`src/hdl/ksup_pkg.sv`:
```
// shared types and constants for the key set update parser
`default_nettype none

package ksup_pkg;

  // parse phase, also the role code of bytes seen in that phase
  typedef enum logic [3:0] {
    PH_CTRL  = 4'd0,
    PH_REV   = 4'd1,
    PH_ACT   = 4'd2,
    PH_EXP   = 4'd3,
    PH_COUNT = 4'd4,
    PH_KID   = 4'd5,
    PH_KLEN  = 4'd6,
    PH_KDATA = 4'd7,
    PH_DONE  = 4'd8,
    PH_ERR   = 4'd9
  } phase_t;

  localparam logic [3:0] ROLE_CONTROL   = 4'd0;
  localparam logic [3:0] ROLE_KEY_COUNT = 4'd4;
  localparam logic [3:0] ROLE_TRAILING  = 4'd8;
  localparam logic [3:0] ROLE_AFTER_ERR = 4'd9;

  localparam logic [1:0] ERR_NONE      = 2'd0;
  localparam logic [1:0] ERR_TRUNCATED = 2'd1;
  localparam logic [1:0] ERR_TOO_MANY  = 2'd2;
  localparam logic [1:0] ERR_KEY_LONG  = 2'd3;

  // control byte flag positions
  localparam int FLAG_S0_TIMES = 7;
  localparam int FLAG_S0_KEYS  = 6;
  localparam int FLAG_S1_TIMES = 4;
  localparam int FLAG_S1_KEYS  = 3;

  typedef struct packed {
    logic [7:0]  flag_bits;
    phase_t      phase;
    logic [1:0]  byte_in_field;
    logic        current_set;
    logic [7:0]  keys_left;
    logic [7:0]  key_bytes_left;
    logic [7:0]  entry_counter;
    logic [23:0] accumulator;
  } ksup_state_t;

  localparam ksup_state_t KSUP_RESET = '{
    flag_bits:      8'd0,
    phase:          PH_CTRL,
    byte_in_field:  2'd0,
    current_set:    1'b0,
    keys_left:      8'd0,
    key_bytes_left: 8'd0,
    entry_counter:  8'd0,
    accumulator:    24'd0
  };

  typedef struct packed {
    logic [3:0]  role;
    logic        set_index;
    logic [7:0]  entry_index;
    logic [31:0] field_value;
    logic        field_done;
    logic        message_done;
    logic [1:0]  error_code;
  } ksup_result_t;

endpackage

`default_nettype wire

```
`src/hdl/ksup_step.sv`:
```
// one byte step of the parser: next state and result for the current byte
`default_nettype none

module ksup_step #(
  parameter int MAX_KEYS      = 32,
  parameter int MAX_KEY_BYTES = 64
) (
  input  ksup_pkg::ksup_state_t  cur,
  input  logic [7:0]             data_byte,
  input  logic                   is_last,
  output ksup_pkg::ksup_state_t  nxt,
  output ksup_pkg::ksup_result_t res
);
  import ksup_pkg::*;

  typedef struct packed {
    logic   set;
    phase_t phase;
  } pos_t;

  // first phase of set s (or a later set) given the flags
  function automatic pos_t enter_set(input logic [7:0] f, input logic s);
    pos_t p;
    if (!s && f[FLAG_S0_TIMES]) begin
      p = '{set: 1'b0, phase: PH_REV};
    end else if (!s && f[FLAG_S0_KEYS]) begin
      p = '{set: 1'b0, phase: PH_COUNT};
    end else if (f[FLAG_S1_TIMES]) begin
      p = '{set: 1'b1, phase: PH_REV};
    end else if (f[FLAG_S1_KEYS]) begin
      p = '{set: 1'b1, phase: PH_COUNT};
    end else begin
      p = '{set: 1'b1, phase: PH_DONE};
    end
    return p;
  endfunction

  localparam logic [7:0] KEY_LIMIT  = 8'(MAX_KEYS);
  localparam logic [7:0] BYTE_LIMIT = 8'(MAX_KEY_BYTES);

  ksup_state_t step;
  pos_t        ctrl_pos;
  pos_t        end_set_pos;
  pos_t        end_entry_pos;
  logic [7:0]  keys_dec;
  logic [7:0]  kbytes_dec;
  logic [7:0]  entry_inc;
  logic [2:0]  bif_inc;
  logic [23:0] acc_take;
  logic        cur_has_keys;
  logic        too_many;
  logic        too_long;

  assign ctrl_pos      = enter_set(data_byte, 1'b0);
  assign end_set_pos   = cur.current_set ? pos_t'{set: 1'b1, phase: PH_DONE}
                                         : enter_set(cur.flag_bits, 1'b1);
  assign keys_dec      = cur.keys_left - 8'd1;
  assign kbytes_dec    = cur.key_bytes_left - 8'd1;
  assign entry_inc     = cur.entry_counter + 8'd1;
  assign end_entry_pos = (keys_dec == 8'd0) ? end_set_pos
                                            : pos_t'{set: cur.current_set, phase: PH_KID};
  assign bif_inc       = {1'b0, cur.byte_in_field} + 3'd1;
  assign acc_take      = (cur.byte_in_field == 2'd0) ? {16'd0, data_byte}
                                                     : {cur.accumulator[15:0], data_byte};
  assign cur_has_keys  = cur.current_set ? cur.flag_bits[FLAG_S1_KEYS]
                                         : cur.flag_bits[FLAG_S0_KEYS];
  assign too_many      = data_byte > KEY_LIMIT;
  assign too_long      = data_byte > BYTE_LIMIT;

  // next state
  always_comb begin
    step = cur;
    unique case (cur.phase)
      PH_CTRL: begin
        step.flag_bits     = data_byte;
        step.entry_counter = 8'd0;
        step.current_set   = ctrl_pos.set;
        step.phase         = ctrl_pos.phase;
        step.byte_in_field = 2'd0;
      end
      PH_REV: begin
        step.phase         = PH_ACT;
        step.byte_in_field = 2'd0;
      end
      PH_ACT, PH_EXP: begin
        step.accumulator   = acc_take;
        step.byte_in_field = bif_inc[1:0];
        if (bif_inc == 3'd4) begin
          step.byte_in_field = 2'd0;
          if (cur.phase == PH_ACT) begin
            step.phase = PH_EXP;
          end else if (cur_has_keys) begin
            step.phase = PH_COUNT;
          end else begin
            step.current_set = end_set_pos.set;
            step.phase       = end_set_pos.phase;
          end
        end
      end
      PH_COUNT: begin
        step.byte_in_field = 2'd0;
        if (too_many) begin
          step.phase = PH_ERR;
        end else begin
          step.keys_left     = data_byte;
          step.entry_counter = 8'd0;
          if (data_byte == 8'd0) begin
            step.current_set = end_set_pos.set;
            step.phase       = end_set_pos.phase;
          end else begin
            step.phase = PH_KID;
          end
        end
      end
      PH_KID: begin
        step.accumulator   = acc_take;
        step.byte_in_field = bif_inc[1:0];
        if (bif_inc == 3'd2) begin
          step.byte_in_field = 2'd0;
          step.phase         = PH_KLEN;
        end
      end
      PH_KLEN: begin
        step.byte_in_field = 2'd0;
        if (too_long) begin
          step.phase = PH_ERR;
        end else begin
          step.key_bytes_left = data_byte;
          if (data_byte == 8'd0) begin
            step.entry_counter = entry_inc;
            step.keys_left     = keys_dec;
            step.current_set   = end_entry_pos.set;
            step.phase         = end_entry_pos.phase;
          end else begin
            step.phase = PH_KDATA;
          end
        end
      end
      PH_KDATA: begin
        step.key_bytes_left = kbytes_dec;
        if (kbytes_dec == 8'd0) begin
          step.entry_counter = entry_inc;
          step.keys_left     = keys_dec;
          step.current_set   = end_entry_pos.set;
          step.phase         = end_entry_pos.phase;
          step.byte_in_field = 2'd0;
        end
      end
      PH_DONE: begin
        step.phase = PH_DONE;
      end
      default: begin
        step.phase         = PH_ERR;
        step.byte_in_field = 2'd0;
      end
    endcase
  end

  // end of buffer always returns to the control byte
  assign nxt = is_last ? KSUP_RESET : step;

  // result of this byte
  always_comb begin
    logic active;
    res        = '0;
    active     = 1'b1;
    res.role   = cur.phase;
    unique case (cur.phase)
      PH_CTRL: begin
        res.field_done  = 1'b1;
        res.field_value = {24'd0, data_byte};
      end
      PH_REV: begin
        res.set_index   = cur.current_set;
        res.field_done  = 1'b1;
        res.field_value = {24'd0, data_byte};
      end
      PH_ACT, PH_EXP: begin
        res.set_index = cur.current_set;
        if (bif_inc == 3'd4) begin
          res.field_done  = 1'b1;
          res.field_value = {cur.accumulator, data_byte};
        end
      end
      PH_COUNT: begin
        res.set_index   = cur.current_set;
        res.field_done  = 1'b1;
        res.field_value = {24'd0, data_byte};
        if (too_many) begin
          res.error_code = ERR_TOO_MANY;
        end
      end
      PH_KID: begin
        res.set_index   = cur.current_set;
        res.entry_index = cur.entry_counter;
        if (bif_inc == 3'd2) begin
          res.field_done  = 1'b1;
          res.field_value = {16'd0, acc_take[15:0]};
        end
      end
      PH_KLEN: begin
        res.set_index   = cur.current_set;
        res.entry_index = cur.entry_counter;
        res.field_done  = 1'b1;
        res.field_value = {24'd0, data_byte};
        if (too_long) begin
          res.error_code = ERR_KEY_LONG;
        end
      end
      PH_KDATA: begin
        res.set_index   = cur.current_set;
        res.entry_index = cur.entry_counter;
        res.field_done  = 1'b1;
        res.field_value = {24'd0, data_byte};
      end
      PH_DONE: begin
        res.role = ROLE_TRAILING;
        active   = 1'b0;
      end
      default: begin
        res.role = ROLE_AFTER_ERR;
        active   = 1'b0;
      end
    endcase
    res.message_done = active && (step.phase == PH_DONE);
    if (is_last && active && (step.phase != PH_DONE) && (res.error_code == ERR_NONE)) begin
      res.error_code = ERR_TRUNCATED;
    end
  end

endmodule

`default_nettype wire

```
`src/hdl/key_set_update_parser_core.sv`:
```
// top level of the byte-serial update key set message parser
//
//  channel | signals                                   | dir | accepted when
//  --------+-------------------------------------------+-----+----------------------------
//  in      | in_valid, data_byte, is_last              | in  | in_valid && !in_stall
//  out     | out_valid, role, set_index, entry_index,  | out | out_valid && !out_stall
//          | field_value, field_done, message_done,    |     |
//          | error_code                                |     |
//
// one byte per cycle while in_stall is low; each accepted byte gives exactly one result transaction
// loaded into the output register, or held in the skid register while an earlier result is still stalled
// a two-entry output buffer (output register plus skid register) lets a new byte
// in while a result waits; in_stall rises only when both entries are full
// rst is synchronous: parser returns to expecting a control byte, buffer empties
// a byte with is_last set also returns the parser to its reset state
`default_nettype none

module key_set_update_parser_core #(
  parameter int MAX_KEYS      = 32,
  parameter int MAX_KEY_BYTES = 64
) (
  input  logic        clk,
  input  logic        rst,
  // byte input
  input  logic        in_valid,
  output logic        in_stall,
  input  logic [7:0]  data_byte,
  input  logic        is_last,
  // result output
  output logic        out_valid,
  input  logic        out_stall,
  output logic [3:0]  role,
  output logic        set_index,
  output logic [7:0]  entry_index,
  output logic [31:0] field_value,
  output logic        field_done,
  output logic        message_done,
  output logic [1:0]  error_code
);
  import ksup_pkg::*;

  ksup_state_t  state;
  ksup_state_t  state_next;
  ksup_result_t step_res;
  ksup_result_t out_res;
  ksup_result_t skid_res;
  logic         skid_valid;
  logic         in_take;
  logic         out_free;

  // parser step logic
  ksup_step #(
    .MAX_KEYS      (MAX_KEYS),
    .MAX_KEY_BYTES (MAX_KEY_BYTES)
  ) u_step (
    .cur       (state),
    .data_byte (data_byte),
    .is_last   (is_last),
    .nxt       (state_next),
    .res       (step_res)
  );

  // stall only when the skid register is occupied
  assign in_stall = skid_valid;
  assign in_take  = in_valid && !skid_valid;
  // output register can load: empty, or its transaction completes this cycle
  assign out_free = !out_valid || !out_stall;

  // parser state and buffer occupancy
  always_ff @(posedge clk) begin
    if (rst) begin
      state      <= KSUP_RESET;
      out_valid  <= 1'b0;
      skid_valid <= 1'b0;
    end else begin
      if (in_take) begin
        state <= state_next;
      end
      if (out_free) begin
        out_valid  <= skid_valid || in_take;
        skid_valid <= 1'b0;
      end else if (in_take) begin
        skid_valid <= 1'b1;
      end
    end
  end

  // result payload, oldest transaction first
  always_ff @(posedge clk) begin
    if (out_free) begin
      if (skid_valid) begin
        out_res <= skid_res;
      end else if (in_take) begin
        out_res <= step_res;
      end
    end else if (in_take) begin
      skid_res <= step_res;
    end
  end

  assign role         = out_res.role;
  assign set_index    = out_res.set_index;
  assign entry_index  = out_res.entry_index;
  assign field_value  = out_res.field_value;
  assign field_done   = out_res.field_done;
  assign message_done = out_res.message_done;
  assign error_code   = out_res.error_code;

endmodule

`default_nettype wire

```
`config.mk`:
```
export PLATFORM = sky130hd
export DESIGN_NAME = key_set_update_parser_core
export DESIGN_NICKNAME = d
export VERILOG_FILES = /design/src/hdl/ksup_pkg.sv /design/src/hdl/ksup_step.sv /design/src/hdl/key_set_update_parser_core.sv
export SDC_FILE = /design/constraint.sdc
export NUM_CORES = 1
export LEC_CHECK = 0
export BUFFER_PORTS_ARGS = -buffer_cell sky130_fd_sc_hd__buf_2
export CORE_MARGIN = 1
export CORE_UTILIZATION = 67
export CTS_BUF_LIST = sky130_fd_sc_hd__clkbuf_2 sky130_fd_sc_hd__clkbuf_4 sky130_fd_sc_hd__clkbuf_8
export DETAILED_ROUTE_END_ITERATION = 16
export PLACE_DENSITY_LB_ADDON = 0.05
export SLEW_MARGIN = 20
export SYNTH_ARGS = -nofsm -noshare
export SYNTH_HDL_FRONTEND = slang
export SYNTH_SLANG_ARGS = --single-unit
export TNS_END_PERCENT = 10
```
`constraint.sdc`:
```
create_clock -name clk -period 8.9 [get_ports clk]
set_input_delay 0.89 -clock clk [delete_from_list [all_inputs] [get_ports clk]]
set_output_delay 0.89 -clock clk [all_outputs]
set_load 0.01 [all_outputs]
```
== After elaboration in Yosys (flattened, before gate mapping) ==
Index checks and enable logic that the tools add are counted.
Storage, ports and cells
  register bits: 162
  bits of input ports: 13
  output and inout bits: 51
  word-level logic and storage cells: 141
Operators by class
  add/sub/neg operators: 4
  order comparisons: 2
  equality and inequality tests: 21
  multiplexer cells: 50
  bitwise logic cells: 1
  reduce and logical (&&, ||, !) cells: 39
Operator list (count)
  $pmux W33 S3: 1
  $mux W49: 2
  $mux W62: 1
  $mux W24: 2
  $mux W4: 9
  $mux W33: 1
  $mux W8: 4
  $pmux W4 S8: 1
  $pmux W8 S4: 1
  $mux W25: 1
  $mux W5: 5
  $logic_not A8 Y1: 3
  $pmux W8 S3: 1
  $mux W9: 2
  $mux W17: 1
  $eq A4 B3 Y1 const B: 4
  $pmux W8 S2: 1
  $sub A8 B1 Y8 const B: 2
  $mux W15: 1
  $mux W7: 2
  $ne A3 B2 Y1 const B: 4
  $ne A3 B3 Y1 const B: 4
  $reduce_and A6 Y1: 2
  $reduce_and A10 Y1: 1
  other kinds (36): 61

== Longest topological paths before layout ==
  depth after elaboration: 13
  gate-level depth with buffers: 10
  depth with buffers taken out: 9

== Hierarchy ==
From an unflattened synthesis, not the netlist that was laid out.
Second synthesis, totals
  cell total of the unflattened synthesis: 918
  area, all modules: 9447.8 um^2
By module, submodules not included
  key_set_update_parser_core: instances 1, cells an instance 448, area an instance 6715.2 um^2, sequential area each 4244.1 um^2
  ksup_step: instances 1, cells an instance 470, area an instance 2732.6 um^2, sequential area each 0.0 um^2

== Least setup slack after synthesis ==
No wires, ideal clock.
  path kind: flip-flop to flip-flop
  start point: reg skid_valid, in the netlist in_stall
  end point: reg out_res (netlist bit entry_index[0]), enable pin
  library setup time: 0.472 ns
  arrival time: 3.625 ns
  data required time: 8.428 ns
  setup slack: 4.803 ns
  cell stages (with the launch flop): 5
  path buffers: 2
  period minus slack after synthesis: 4.097 ns
  path through: dfxtp_1 -> buf_1 -> clkbuf_1 -> nor2_1 -> a21oi_1
Between the ends
  cells in the longest elaborated chain, start to end: 4
Ends and longest elaborated chain
  start: declaration: RTL line key_set_update_parser_core.sv:47  | logic skid_valid;
  start signal: assignment: RTL line key_set_update_parser_core.sv:74  | skid_valid <= 1'b0;
  start signal: assignment: RTL line key_set_update_parser_core.sv:81  | skid_valid <= 1'b0;
  start signal: assignment: RTL line key_set_update_parser_core.sv:83  | skid_valid <= 1'b1;
  $logic_not A1 Y1: RTL line key_set_update_parser_core.sv:65  | assign in_take = in_valid && !skid_valid;
  $logic_and A1 B1 Y1: RTL line key_set_update_parser_core.sv:65
  $reduce_bool A2 Y1 (no line) (*)
  $reduce_and A2 Y1 (no line) (*)
  end signal: assignment: RTL line key_set_update_parser_core.sv:92  | out_res <= skid_res;
  end signal: assignment: RTL line key_set_update_parser_core.sv:94  | out_res <= step_res;
  end: declaration: RTL line key_set_update_parser_core.sv:45  | ksup_result_t out_res;
Every way passes the cells marked *; elsewhere a longest branch is shown, timed or not.
A chain may end at the register's enable or synchronous reset.

==> flow_summary.toml <==
[global_route]
grt_pass1_vias = 5680
grt_pass1_wl_um = 30500
grt_max_degree = 61
grt_util_all_layers_pct = 35.7
antenna_found_initial = 0
gr-total-overflow = 0

[place]
io_buffers = 63
place_area_um2 = 7870
post-dp-hpwl_um = 13000
dp.cells = 862
pre_cts_ws_ps = 5850
gp_congestion = 0.978

[synthesis]
synth_cell_type_count = 66
synthFlopType = "edfxtp_1"
yosysMostFrequentCell = "edfxtp_1"
synth_top_area_share_pct = 39.4
synthTopCellsByCount = "edfxtp_1, dfxtp_1, nor2_1, nand2_1, a21oi_1"
synthCells = 691
ys_seq_area_share_pct = 55.5
yosysTopAreaCell = "edfxtp_1"
synth_warnings = 0
syn-cell-area_um2 = 7460
async_flop_share_pct = 0
synth-seq-cells = 158
synth_nets = 713
avgSynthCellArea_um2 = 10.8
synth_area_leaders = "edfxtp_1, dfxtp_1, mux2_2"
synth_edf_count = 98

[clock_network]
clkTransAtPathRegs_ps = 90
cts_buffers = 17
clock-sinks = 158
post_cts_resized = 0
cts_setup_buffers = 0
cts_tree = "built"
h-tree-depth = 4
cts.root.buffer_cell = "clkbuf_8"
clock_path_buffers = 2
clock_latency_ps = 470
holdBufCountCts = 0

[sta]
finalHoldViolations = 0
period_share_pct = 34.0
max_freq_ghz = 0.331
grt_setup_unrepaired = "no"
tightest_slew_ps = 887
period_minus_slack_ps = 3030
slew_headroom_pct = 40.4
slew_violations = 0
clock-skew-final_ps = 15.7
setup_viol = 0
totalNegativeSetupSlack_ps = 0
fin_ws_ps = 5880

[layout]
layout-drive-gt1-share_pct = 21.1
diodes = 0
final_nets = 763
stdcell_count = 894
final_area_um2 = 8310
synthToLayoutAreaGrowth_pct = 11.3

[setup_path]
arrival_ps = 3230
critPathMaxFanout = 21
cp.required_ps = 9100
critPathKind = "reg2reg"
startpoint_type = "register"
critPathCaptureType = "register"

[die]
rows = 38
ioPinCount = 64
die_h_um = 108
design.die.area_um2 = 11600
core_area_um2 = 10800
die_w_um = 108
initial_utilization_pct = 68.8

[pwr]
power.density_nw_per_um2 = 182
seq_power_share_pct = 53.7
p_switching_mw = 0.407
vdd_drop_max_mv = 0.117
p_int_mw = 1.11
switching_share_pct = 26.9
clockPowerShare_pct = 37.6
total_power_mw = 1.51
p_leak_nw = 3.00
comb_power_share_pct = 8.6

[routing]
antenna_left = 0
via_count = 5993
vias_per_cell = 6.70
drc_errors = 0
dr.pass1.iters = 6
drt_iter0_drc = 812
wl_per_cell_um = 21.7
drt_wl_total_um = 19400

[run_status]
status = "completed"

[worst_hold_path]
min_path_type = "reg2reg"

[run]
maxCapViolCount = 0
-- power by group through the flow --
stage                     combinational (mW)  clock, mW  sequential, mW
after global routing                   0.141      0.603           0.816
after global placement                 0.124          0           0.828
after CTS                              0.128      0.571           0.814
final                                  0.131      0.570           0.814
after floorplan                       0.0766          0           0.834
after detailed placement               0.128          0           0.830
-- path summary, 6_finish.rpt --
check	from	slack (ps)	cells past startpoint	endpoint
max	state[51]	5880	6	field_value[0]
min	state[23]	480	2	state[23]
max reg2reg	state[51]	5880	6	field_value[0]
min reg2reg	state[23]	480	2	state[23]
-- per-layer routing --
metal  share of wire, %  GRT usage (%)  vias to the layer above
li1                   -              -                     2676
met4                2.8           15.0                        0
met1                 41           48.6                     2880
met2                 47           55.6                      373
met5                  0              0                        -
met3                9.5           7.51                       64
-- metrics by stage --
step | util, % | hold slack, ps
CTS | 76.6 | 475
finish | 76.6 | 476
detailed placement | 72.6 | 450
global route | 76.6 | 491
global placement | 72.6 | 441
floorplan | - | 431
-- layout make-up --
| class | instances | area [um2] |
|---|---|---|
| clock buffers | 17 | 234 |
| flip-flops and latches | 158 | 4150 |
| repair buffers | 72 | 385 |
| inverters | 14 | 52.6 |
| fillers | 677 | 2530 |
| multi-input cells | 478 | 3110 |
| well taps | 140 | 175 |
| clock inverters | 15 | 199 |
-- registers in the layout, summed over array words and instances (netlist names), 2 cells and up --
| register | count |
|---|---|
| entry_index | 8 |
| skid_res | 49 |
| error_code | 2 |
| field_value | 32 |
| state | 58 |
| role | 4 |
-- logic make-up (layout without fill, tap and decap cells) --
kind of cell	Yosys count	count (layout)	synth area share, %
flops	158	158	55.5
compound gates	171	171	16.4
mux	27	27	3.99
fa+ha+maj	9	9	1.51
xor+xnor	6	6	0.704
buf+inv	55	118	2.98
simple gates	265	265	18.9
-- critical path, cell delays in order, from the launching register on --
cell	delay [ps]
dfxtp_1	840
nor2b_1	560
nand2_1	100
o22ai_1	400
nor2_1	270
and2_1	300
mux2_2	310
-- placed cells by master (no fill, tap or decap), types with 9 or more instances in the layout --
master    Yosys  layout
a211oi_1     10      10
a21oi_1      44      43
a22o_1       25      25
a22oi_1      16      16
and2_1       21      21
and3_1       22      22
buf_2         4      62
buf_4         1      10
clkbuf_8      0      17
dfxtp_1      60      59
edfxtp_1     98      98
ha_1          9       9
inv_1        13      13
mux2_2       22      22
nand2_1      57      57
nand3_1      27      27
nor2_1       58      57
nor2b_1      14      14
nor3_1       23      23
o21ai_0      17      17
Power figures use the tool's default switching activity.
